## src/sv/dtq_pkg.sv

```systemverilog
// shared types and constants for the deadline timer queue
`default_nettype none

package dtq_pkg;

   localparam int TIME_W  = 48;
   localparam int DELAY_W = 32;
   localparam int SLACK_W = 32;
   localparam int TAG_W   = 16;
   localparam int MODE_W  = 2;

   localparam logic [TIME_W-1:0] TIME_MAX = {TIME_W{1'b1}};

   // request modes
   typedef enum logic [MODE_W-1:0] {
      MODE_SCHEDULE = 2'd0,
      MODE_CANCEL   = 2'd1,
      MODE_TICK     = 2'd2,
      MODE_NONE     = 2'd3
   } mode_type;

   // what every cell of the chain does this cycle
   typedef enum logic [1:0] {
      OP_HOLD   = 2'd0,
      OP_INSERT = 2'd1,
      OP_CANCEL = 2'd2,
      OP_POP    = 2'd3
   } cell_op_type;

   typedef struct packed {
      logic              valid;
      logic [TIME_W-1:0] deadline;
      logic [TAG_W-1:0]  tag;
      logic              canc;
   } entry_type;

   // command broadcast to all cells
   typedef struct packed {
      cell_op_type       op;
      logic [TIME_W-1:0] deadline;
      logic [TAG_W-1:0]  tag;
      logic              canc;
   } cell_cmd_type;

   typedef enum logic [2:0] {
      ST_IDLE,
      ST_DEADLINE,
      ST_INSERT,
      ST_CANCEL,
      ST_FIRE,
      ST_CALC,
      ST_STATUS
   } state_type;

endpackage

`default_nettype wire

```

## src/sv/dtq_cell.sv

```systemverilog
// one queue slot: holds an entry and shifts it to or from its neighbors
`default_nettype none

module dtq_cell (
   input  wire logic                 clock,
   input  wire logic                 reset,
   input  wire dtq_pkg::cell_cmd_type cmd,
   input  wire dtq_pkg::entry_type   left_entry,
   input  wire logic                 left_gt,
   input  wire dtq_pkg::entry_type   right_entry,
   input  wire logic                 match_in,
   output dtq_pkg::entry_type        entry,
   output logic                      gt_out,
   output logic                      match_out
);

   dtq_pkg::entry_type entry_ff;
   dtq_pkg::entry_type entry_in;
   dtq_pkg::entry_type new_entry;
   logic               match;

   assign entry = entry_ff;

   // empty slots count as later than any deadline so an insert behind every valid entry lands in the first empty slot
   assign gt_out    = !entry_ff.valid || (entry_ff.deadline > cmd.deadline);
   assign match     = entry_ff.valid && entry_ff.canc && (entry_ff.tag == cmd.tag);
   assign match_out = match_in || match;

   always_comb begin
      new_entry.valid    = 1'b1;
      new_entry.deadline = cmd.deadline;
      new_entry.tag      = cmd.tag;
      new_entry.canc     = cmd.canc;
      entry_in           = entry_ff;
      case (cmd.op)
         dtq_pkg::OP_INSERT: begin
            if (gt_out) begin
               entry_in = left_gt ? left_entry : new_entry;
            end
         end
         dtq_pkg::OP_CANCEL: begin
            if (match_out) begin
               entry_in = right_entry;
            end
         end
         dtq_pkg::OP_POP: begin
            entry_in = right_entry;
         end
         default: begin
            entry_in = entry_ff;
         end
      endcase
   end

   // only the valid bit is reset, the payload follows without reset
   always_ff @(posedge clock) begin
      if (reset) begin
         entry_ff.valid <= 1'b0;
      end else begin
         entry_ff.valid <= entry_in.valid;
      end
      entry_ff.deadline <= entry_in.deadline;
      entry_ff.tag      <= entry_in.tag;
      entry_ff.canc     <= entry_in.canc;
   end

endmodule

`default_nettype wire

```

## src/sv/deadline_timer_queue.sv

```systemverilog
// top level of the deadline timer queue: sequencer, output register and cell chain
`default_nettype none

// Deadline-ordered queue of callback tags held in a row of QUEUE_DEPTH slot cells,
// earliest deadline in slot 0, ties kept in arrival order. One request word is
// taken at a time. A schedule steps the sequencer through the saturating deadline
// add, the insert (all cells compare against the new deadline at once and shift
// right behind it), a pop for each due head, the registering of the re-arm sums
// and the status word. A tick skips the add and the insert, a cancel runs its
// cancel step and then the status word, and an unused mode gives only the status
// word; a stalled rsp channel holds the pops and the status word. Each request
// yields its fired words followed by one status word with last set. timer_slack
// is written through the csr port, which is always ready; write it only while the
// block is idle.
module deadline_timer_queue #(
   parameter int QUEUE_DEPTH = 16
) (
   input  wire logic                          clock,
   input  wire logic                          reset,
   // config write
   input  wire logic                          csr_valid,
   output logic                               csr_ready,
   input  wire logic [dtq_pkg::SLACK_W-1:0]   csr_data,
   // request channel
   input  wire logic                          req_valid,
   output logic                               req_ready,
   input  wire logic [dtq_pkg::MODE_W-1:0]    req_mode,
   input  wire logic [dtq_pkg::TIME_W-1:0]    req_now_ms,
   input  wire logic [dtq_pkg::DELAY_W-1:0]   req_delay_ms,
   input  wire logic [dtq_pkg::TAG_W-1:0]     req_tag,
   input  wire logic                          req_cancellable,
   // response channel
   output logic                               rsp_valid,
   input  wire logic                          rsp_ready,
   output logic                               rsp_kind,
   output logic [dtq_pkg::TAG_W-1:0]          rsp_fired_tag,
   output logic                               rsp_timer_set,
   output logic [dtq_pkg::TIME_W-1:0]         rsp_timer_at,
   output logic                               rsp_queue_full,
   output logic                               rsp_last
);

   localparam int TW = dtq_pkg::TIME_W;

   // sequencer state
   dtq_pkg::state_type state_ff, state_in;

   // latched request word
   logic [TW-1:0]                  now_ff;
   logic [dtq_pkg::DELAY_W-1:0]    delay_ff;
   logic [dtq_pkg::TAG_W-1:0]      tag_ff;
   logic                           canc_ff;

   // per-request working registers
   logic                           pulse_ff, pulse_in;
   logic                           full_ff, full_in;
   logic [TW-1:0]                  dl_ff, dl_in;
   logic [TW:0]                    limit_ff, limit_in;   // exact head + slack
   logic [TW-1:0]                  tnext_ff, tnext_in;   // saturated now + slack

   // persistent state
   logic [TW-1:0]                  armed_ff, armed_in;
   logic [dtq_pkg::SLACK_W-1:0]    slack_ff;

   // output register
   logic                           rsp_valid_ff, rsp_valid_in;
   logic                           rsp_kind_ff, rsp_kind_in;
   logic [dtq_pkg::TAG_W-1:0]      rsp_tag_ff, rsp_tag_in;
   logic                           rsp_set_ff, rsp_set_in;
   logic [TW-1:0]                  rsp_at_ff, rsp_at_in;
   logic                           rsp_full_ff, rsp_full_in;
   logic                           rsp_last_ff, rsp_last_in;

   // cell chain
   dtq_pkg::cell_cmd_type          cmd;
   dtq_pkg::entry_type             slot [QUEUE_DEPTH];
   logic [QUEUE_DEPTH-1:0]         slot_gt;
   logic [QUEUE_DEPTH-1:0]         slot_match;

   dtq_pkg::entry_type             head;
   logic                           out_free;
   logic                           req_take;
   logic [TW:0]                    dl_sum;
   logic [TW:0]                    tnext_sum;

   assign head      = slot[0];
   assign out_free  = !rsp_valid_ff || rsp_ready;
   assign req_ready = (state_ff == dtq_pkg::ST_IDLE);
   assign req_take  = req_valid && req_ready;
   assign csr_ready = 1'b1;

   assign rsp_valid      = rsp_valid_ff;
   assign rsp_kind       = rsp_kind_ff;
   assign rsp_fired_tag  = rsp_tag_ff;
   assign rsp_timer_set  = rsp_set_ff;
   assign rsp_timer_at   = rsp_at_ff;
   assign rsp_queue_full = rsp_full_ff;
   assign rsp_last       = rsp_last_ff;

   // saturating sums, each feeding a register
   assign dl_sum    = {1'b0, now_ff} + {{(TW + 1 - dtq_pkg::DELAY_W){1'b0}}, delay_ff};
   assign tnext_sum = {1'b0, now_ff} + {{(TW + 1 - dtq_pkg::SLACK_W){1'b0}}, slack_ff};

   // cell row: each cell sees its left and right neighbor
   for (genvar i = 0; i < QUEUE_DEPTH; i++) begin : g_cell
      dtq_pkg::entry_type left_e, right_e;
      logic               left_g, match_i;

      if (i == 0) begin : g_first
         assign left_e  = '0;
         assign left_g  = 1'b0;
         assign match_i = 1'b0;
      end else begin : g_mid
         assign left_e  = slot[i-1];
         assign left_g  = slot_gt[i-1];
         assign match_i = slot_match[i-1];
      end

      if (i == QUEUE_DEPTH - 1) begin : g_last
         assign right_e = '0;
      end else begin : g_inner
         assign right_e = slot[i+1];
      end

      dtq_cell u_cell (
         .clock       (clock),
         .reset       (reset),
         .cmd         (cmd),
         .left_entry  (left_e),
         .left_gt     (left_g),
         .right_entry (right_e),
         .match_in    (match_i),
         .entry       (slot[i]),
         .gt_out      (slot_gt[i]),
         .match_out   (slot_match[i])
      );
   end

   // sequencer: next state, chain command and output word
   always_comb begin
      logic keep;
      logic [TW-1:0] new_at;

      keep         = 1'b0;
      new_at       = armed_ff;
      state_in     = state_ff;
      pulse_in     = pulse_ff;
      full_in      = full_ff;
      dl_in        = dl_ff;
      limit_in     = limit_ff;
      tnext_in     = tnext_ff;
      armed_in     = armed_ff;

      cmd.op       = dtq_pkg::OP_HOLD;
      cmd.deadline = dl_ff;
      cmd.tag      = tag_ff;
      cmd.canc     = canc_ff;

      // output register drains when taken
      rsp_valid_in = rsp_valid_ff && !rsp_ready;
      rsp_kind_in  = rsp_kind_ff;
      rsp_tag_in   = rsp_tag_ff;
      rsp_set_in   = rsp_set_ff;
      rsp_at_in    = rsp_at_ff;
      rsp_full_in  = rsp_full_ff;
      rsp_last_in  = rsp_last_ff;

      unique case (state_ff)
         dtq_pkg::ST_IDLE: begin
            if (req_take) begin
               full_in  = 1'b0;
               pulse_in = (dtq_pkg::mode_type'(req_mode) == dtq_pkg::MODE_SCHEDULE)
                       || (dtq_pkg::mode_type'(req_mode) == dtq_pkg::MODE_TICK);
               unique case (dtq_pkg::mode_type'(req_mode))
                  dtq_pkg::MODE_SCHEDULE: state_in = dtq_pkg::ST_DEADLINE;
                  dtq_pkg::MODE_CANCEL:   state_in = dtq_pkg::ST_CANCEL;
                  dtq_pkg::MODE_TICK:     state_in = dtq_pkg::ST_FIRE;
                  default:                state_in = dtq_pkg::ST_STATUS;
               endcase
            end
         end
         dtq_pkg::ST_DEADLINE: begin
            // zero delay means deadline zero
            if (delay_ff == '0) begin
               dl_in = '0;
            end else if (dl_sum[TW]) begin
               dl_in = dtq_pkg::TIME_MAX;
            end else begin
               dl_in = dl_sum[TW-1:0];
            end
            state_in = dtq_pkg::ST_INSERT;
         end
         dtq_pkg::ST_INSERT: begin
            // last slot in use means the prefix covers the whole row
            if (slot[QUEUE_DEPTH-1].valid) begin
               full_in = 1'b1;
            end else begin
               cmd.op = dtq_pkg::OP_INSERT;
            end
            state_in = dtq_pkg::ST_FIRE;
         end
         dtq_pkg::ST_CANCEL: begin
            cmd.op   = dtq_pkg::OP_CANCEL;
            state_in = dtq_pkg::ST_STATUS;
         end
         dtq_pkg::ST_FIRE: begin
            if (head.valid && (head.deadline <= now_ff)) begin
               if (out_free) begin
                  cmd.op       = dtq_pkg::OP_POP;
                  rsp_valid_in = 1'b1;
                  rsp_kind_in  = 1'b0;
                  rsp_tag_in   = head.tag;
                  rsp_set_in   = 1'b0;
                  rsp_at_in    = '0;
                  rsp_full_in  = 1'b0;
                  rsp_last_in  = 1'b0;
               end
            end else begin
               state_in = dtq_pkg::ST_CALC;
            end
         end
         dtq_pkg::ST_CALC: begin
            limit_in = {1'b0, head.deadline}
                     + {{(TW + 1 - dtq_pkg::SLACK_W){1'b0}}, slack_ff};
            tnext_in = tnext_sum[TW] ? dtq_pkg::TIME_MAX : tnext_sum[TW-1:0];
            state_in = dtq_pkg::ST_STATUS;
         end
         dtq_pkg::ST_STATUS: begin
            // leave the timer alone while it is still ahead and within slack
            keep = (now_ff < armed_ff) && ({1'b0, armed_ff} <= limit_ff);
            if (pulse_ff && head.valid && !keep) begin
               new_at = (tnext_ff > head.deadline) ? tnext_ff : head.deadline;
            end
            if (out_free) begin
               armed_in     = new_at;
               rsp_valid_in = 1'b1;
               rsp_kind_in  = 1'b1;
               rsp_tag_in   = '0;
               rsp_set_in   = pulse_ff && head.valid && !keep;
               rsp_at_in    = new_at;
               rsp_full_in  = full_ff;
               rsp_last_in  = 1'b1;
               state_in     = dtq_pkg::ST_IDLE;
            end
         end
         default: begin
            state_in = dtq_pkg::ST_IDLE;
         end
      endcase
   end

   always_ff @(posedge clock) begin
      if (reset) begin
         state_ff     <= dtq_pkg::ST_IDLE;
         armed_ff     <= '0;
         slack_ff     <= '0;
         rsp_valid_ff <= 1'b0;
         pulse_ff     <= 1'b0;
         full_ff      <= 1'b0;
      end else begin
         state_ff     <= state_in;
         armed_ff     <= armed_in;
         rsp_valid_ff <= rsp_valid_in;
         pulse_ff     <= pulse_in;
         full_ff      <= full_in;
         if (csr_valid && csr_ready) begin
            slack_ff <= csr_data;
         end
      end
   end

   // payload registers
   always_ff @(posedge clock) begin
      if (req_take) begin
         now_ff   <= req_now_ms;
         delay_ff <= req_delay_ms;
         tag_ff   <= req_tag;
         canc_ff  <= req_cancellable;
      end
      dl_ff       <= dl_in;
      limit_ff    <= limit_in;
      tnext_ff    <= tnext_in;
      rsp_kind_ff <= rsp_kind_in;
      rsp_tag_ff  <= rsp_tag_in;
      rsp_set_ff  <= rsp_set_in;
      rsp_at_ff   <= rsp_at_in;
      rsp_full_ff <= rsp_full_in;
      rsp_last_ff <= rsp_last_in;
   end

endmodule

`default_nettype wire
```

## config.mk

```make
export PLATFORM = sky130hd
export DESIGN_NAME = deadline_timer_queue
export DESIGN_NICKNAME = d
export VERILOG_FILES = /design/src/sv/dtq_pkg.sv /design/src/sv/dtq_cell.sv /design/src/sv/deadline_timer_queue.sv
export SDC_FILE = /design/constraint.sdc
export NUM_CORES = 2
export LEC_CHECK = 0
export ABC_AREA = 1
export BUFFER_PORTS_ARGS = -buffer_cell sky130_fd_sc_hd__buf_2
export CAP_MARGIN = 20
export CELL_PAD_IN_SITES_DETAIL_PLACEMENT = 1
export CELL_PAD_IN_SITES_GLOBAL_PLACEMENT = 1
export CORE_ASPECT_RATIO = 1.1
export CORE_MARGIN = 2
export CORE_UTILIZATION = 49
export DETAILED_ROUTE_END_ITERATION = 10
export PLACE_DENSITY_LB_ADDON = 0.1
export SLEW_MARGIN = 20
export SYNTH_ARGS = -nofsm -noshare
export SYNTH_HDL_FRONTEND = slang
export SYNTH_SLANG_ARGS = --single-unit
```

## constraint.sdc

```tcl
create_clock -name clock -period 6.9 [get_ports clock]
set_clock_uncertainty 0.1 [all_clocks]
set_input_delay 0.69 -clock clock [delete_from_list [all_inputs] [get_ports clock]]
set_output_delay 0.69 -clock clock [all_outputs]
set_load 0.01 [all_outputs]
```

==> impl_metrics.toml <==
[yosys]
yosysUniqueCellTypes = 69
async_reset_ff_share_pct = 0
syn_avg_cell_area_um2 = 8.375
primary_ff_master_synth = "sky130_fd_sc_hd__edfxtp_1"
synth.yosys.warnings = 0
ys_ff_latch = 1451
synth_enable_flop_cells = 1349
cell_count_after_synthesis = 11890
ys_seq_area_share_pct = 42.73
postSynthNetCount = 13040
mappedNetlistArea_um2 = 99590

[worst_setup_path]
path_cells = "inv_1 > ha_1 > a21oi_1 > o21ai_0 > nand3_1 > nand2_1 > nand2_1 > a21oi_1 > nor4_1 > nand2_1 > o21ai_0 > nand2_2 > buf_4 > inv_2 > buf_4 > nand2_1 > a21oi_1"
critical_path_required_ns = 7.51
critical_path.startpoint_type = "flip-flop"
timing.critical_path.mode_cell = "sky130_fd_sc_hd__nand2_1"
r2r_slack_ns = 0.73
crit_fanout = 44
worst-setup-path-type = "reg2reg"
critPathCaptureType = "flip-flop"
critPathMaxStageDelay_ns = 0.96
worst_r2r_endpoint = "g_cell[12].u_cell.entry[44]"
worst_r2r_path_depth = 17
worst_ep_arrival_time_ns = 6.78
worst_path_max_delay_cell = "sky130_fd_sc_hd__edfxtp_1"
worst_r2r_startpoint = "dl_ff[33]"

[hold_path]
worstHoldStart = "req_mode[1]"
hold_depth = 4
hold_end = "state_ff[0]"
min-delay-path-class = "in2reg"

[timing]
finalCriticalPeriod_ns = 6.170
relSlewSlack_pct = 10.17
fin_crit_sh_pct = 89.41
setup_viol_count_final = 0
grt_setup_unrepaired = "false"
tns_ns = 0
final_hold_violation_count = 0
slew_at_the_pin_closest_to_its_max_slew_limit_ns = 1.347
total_count_of_max_transition_violations_in_the_final_report = 0
max_clock_freq_ghz = 0.1621

[layout]
finish.cell_count_without_fillers = 14810
syn_to_final_growth_pct = 10.02
fraction_of_final_layout_cells_with_drive_strength_greater_than_1_pct = 7.066
nFillCells = 24030
layout.nets = 13100

[floorplanning]
initial_core_util_pct = 49.31
core-area_um2 = 202000
die_height_um = 476.8
boundary_pin_count = 207
design.die.area_um2 = 206900
floorplan.die.width_um = 433.9
num_rows = 173

[detailed_routing]
initial_detailed_routing_violation_count = 7962
route.final.wire_length_um = 392700
wl_per_cell_um = 26.51
first_pass_iters = 5
ant_nets = 0
route.vias.total = 92190
drt_drc_violations_left = 0
post_drt_via_cell_ratio = 6.223

[clock_network]
h_tree_levels = 4
numCtsBuffers = 173
cts.sink_count = 1451
cts.clk_slew.worst_paths_ns = 0.06
post_cts_resize_count = 0
cts_tree = "built"
cts_root_buf = "sky130_fd_sc_hd__clkbuf_16"
clock_insertion_delay_worst_skew_ns = 0.87
cts_buffer_depth = 3

[power_and_ir_drop]
p_per_area_nw_per_um2 = 478.7
static-leakage-power_nw = 44.10
irDropWorstVdd_mv = 0.7629

[global_routing]
number_of_global_route_vias_before_repair = 96860
grt_antenna_before_repair = 5
pin_count_of_the_biggest_net_entering_global_routing = 167
global_route.overflow_total = 0
grt_pass1_wl_um = 592500
grt_util_all_layers_pct = 37.19

[placement]
buffer_ports.inserted = 205
post-place-cells = 14360
dp_hpwl_um = 294900
gp_congestion = 0.9780

[outcome]
run_status = "finished, final reports clean"

[run]
cap_viol_max_count = 0
## how the worst max path moves through the flow
stage           startpoint                           to  cells after the start  slack, ns
2_1_floorplan  state_ff[1]                     pulse_ff                      7       1.19
3_3_place_gp     dl_ff[33]  g_cell[12].u_cell.entry[48]                     17       1.14
3_5_place_dp     dl_ff[33]  g_cell[12].u_cell.entry[26]                     17       1.01
4_1_cts          dl_ff[33]  g_cell[12].u_cell.entry[44]                     17       0.95
5_1_grt          dl_ff[33]  g_cell[12].u_cell.entry[44]                     17       0.67
6_report         dl_ff[33]  g_cell[12].u_cell.entry[44]                     17       0.73
## state kept, by name, summed over array words and instances (netlist names), 32 cells and up
| signal | count |
|---|---|
| rsp_timer_at | 48 |
| tnext_ff | 48 |
| dl_ff | 48 |
| slack_ff | 32 |
| g_cell.u_cell.entry | 1056 |
| now_ff | 48 |
| armed_ff | 48 |
| delay_ff | 32 |
| limit_ff | 49 |
## layer usage
metal | track usage (%) | wire [um] | vias up
met4 | 20.50 | 23170 | 0
met5 | 0 | 0 | -
met3 | 4.328 | 25440 | 870
met1 | 47.94 | 161000 | 45670
met2 | 60.72 | 183000 | 3576
li1 | - | - | 42080
## metrics by stage
stage	utilization (%)	hold WS [ns]	instance area, um2	power, mW	setup slack (ns)
floorplan	-	0.3443	99590	33.63	1.194
global placement	50.95	0.3613	102900	41.45	1.136
detailed placement	50.96	0.3686	102900	42.80	1.008
CTS	54.24	0.002194	109500	51.98	0.9491
global route	54.25	0.09052	109600	55.69	0.6746
finish	54.25	0.09106	109600	52.45	0.7305
## where the power goes
part           total [mW]  switching [mW]  internal [mW]
Sequential           18.9            3.60           15.3
Clock                8.98            4.02           4.96
Combinational        24.6            16.7           7.92
Total                52.4            24.3           28.1
## cell usage after synthesis, types with 68 or more instances
| library cell | number | area [um2] |
|---|---|---|
| sky130_fd_sc_hd__a21oi_1 | 2345 | 11740 |
| sky130_fd_sc_hd__a22oi_2 | 70 | 875.8 |
| sky130_fd_sc_hd__buf_2 | 221 | 1106 |
| sky130_fd_sc_hd__buf_4 | 74 | 555.5 |
| sky130_fd_sc_hd__clkbuf_1 | 332 | 1246 |
| sky130_fd_sc_hd__dfxtp_1 | 102 | 2042 |
| sky130_fd_sc_hd__edfxtp_1 | 1349 | 40510 |
| sky130_fd_sc_hd__ha_1 | 1008 | 12610 |
| sky130_fd_sc_hd__inv_1 | 953 | 3577 |
| sky130_fd_sc_hd__nand2_1 | 1939 | 7278 |
| sky130_fd_sc_hd__nand3_1 | 622 | 3113 |
| sky130_fd_sc_hd__nand4_1 | 166 | 1039 |
| sky130_fd_sc_hd__nor2_1 | 1268 | 4760 |
| sky130_fd_sc_hd__nor3_1 | 100 | 500.5 |
| sky130_fd_sc_hd__nor4_1 | 81 | 506.7 |
| sky130_fd_sc_hd__o21ai_0 | 581 | 2908 |
| sky130_fd_sc_hd__xnor2_1 | 68 | 595.6 |
| sky130_fd_sc_hd__xor2_1 | 80 | 700.7 |
## timing repair
item | 4_1_cts | 5_1_grt
endpoints found under the hold margin | 129 | 0
hold buffers | 129 | 0
buffers inserted | 0 | 0
## area by class of cell
class                           instances  area, um2  share of cell area, %
Clock inverter                         82      593.1                 0.5413
Timing Repair Buffer                  560       4250                  3.879
Inverter                              969       3650                  3.331
Sequential cell                      1451      42560                  38.84
Antenna cell                            1      2.502               0.002284
Multi-Input combinational cell       8801      50380                  45.98
Tap cell                             2712       3393                  3.097
Clock buffer                          238       4737                  4.323
## cells in the final DEF (no fill, tap or decap), types with 70 or more instances in the layout
master / instances
sky130_fd_sc_hd__nor2_1: 1264
sky130_fd_sc_hd__dfxtp_1: 95
sky130_fd_sc_hd__nand4_1: 166
sky130_fd_sc_hd__edfxtp_1: 1349
sky130_fd_sc_hd__a22oi_2: 70
sky130_fd_sc_hd__clkbuf_16: 176
sky130_fd_sc_hd__a21oi_1: 2341
sky130_fd_sc_hd__nand2_1: 1922
sky130_fd_sc_hd__dlygate4sd3_1: 129
sky130_fd_sc_hd__xor2_1: 80
sky130_fd_sc_hd__inv_1: 932
sky130_fd_sc_hd__nor3_1: 99
sky130_fd_sc_hd__buf_4: 207
sky130_fd_sc_hd__buf_2: 205
sky130_fd_sc_hd__nand3_1: 622
sky130_fd_sc_hd__ha_1: 1008
sky130_fd_sc_hd__o21ai_0: 581
sky130_fd_sc_hd__nor4_1: 79
## logic make-up after synthesis
family	share of synthesized area [%]
AND/OR/NAND/NOR	17.75
buffers and inverters	6.912
flip-flops	42.73
adder cells (fa/ha/maj)	12.72
XOR/XNOR	1.302
AO/OA/AOI/OAI	18.58
other	0.003765
## worst max-delay path: cells and delay by family (launching register included)
kind | cells | cell delay [ns]
AO/OA/AOI/OAI | 5 | 0.93
flip-flops | 1 | 0.96
buffers and inverters | 4 | 1.72
adder cells (fa/ha/maj) | 1 | 0.54
AND/OR/NAND/NOR | 7 | 1.65
(Power assumes the default switching activity.)
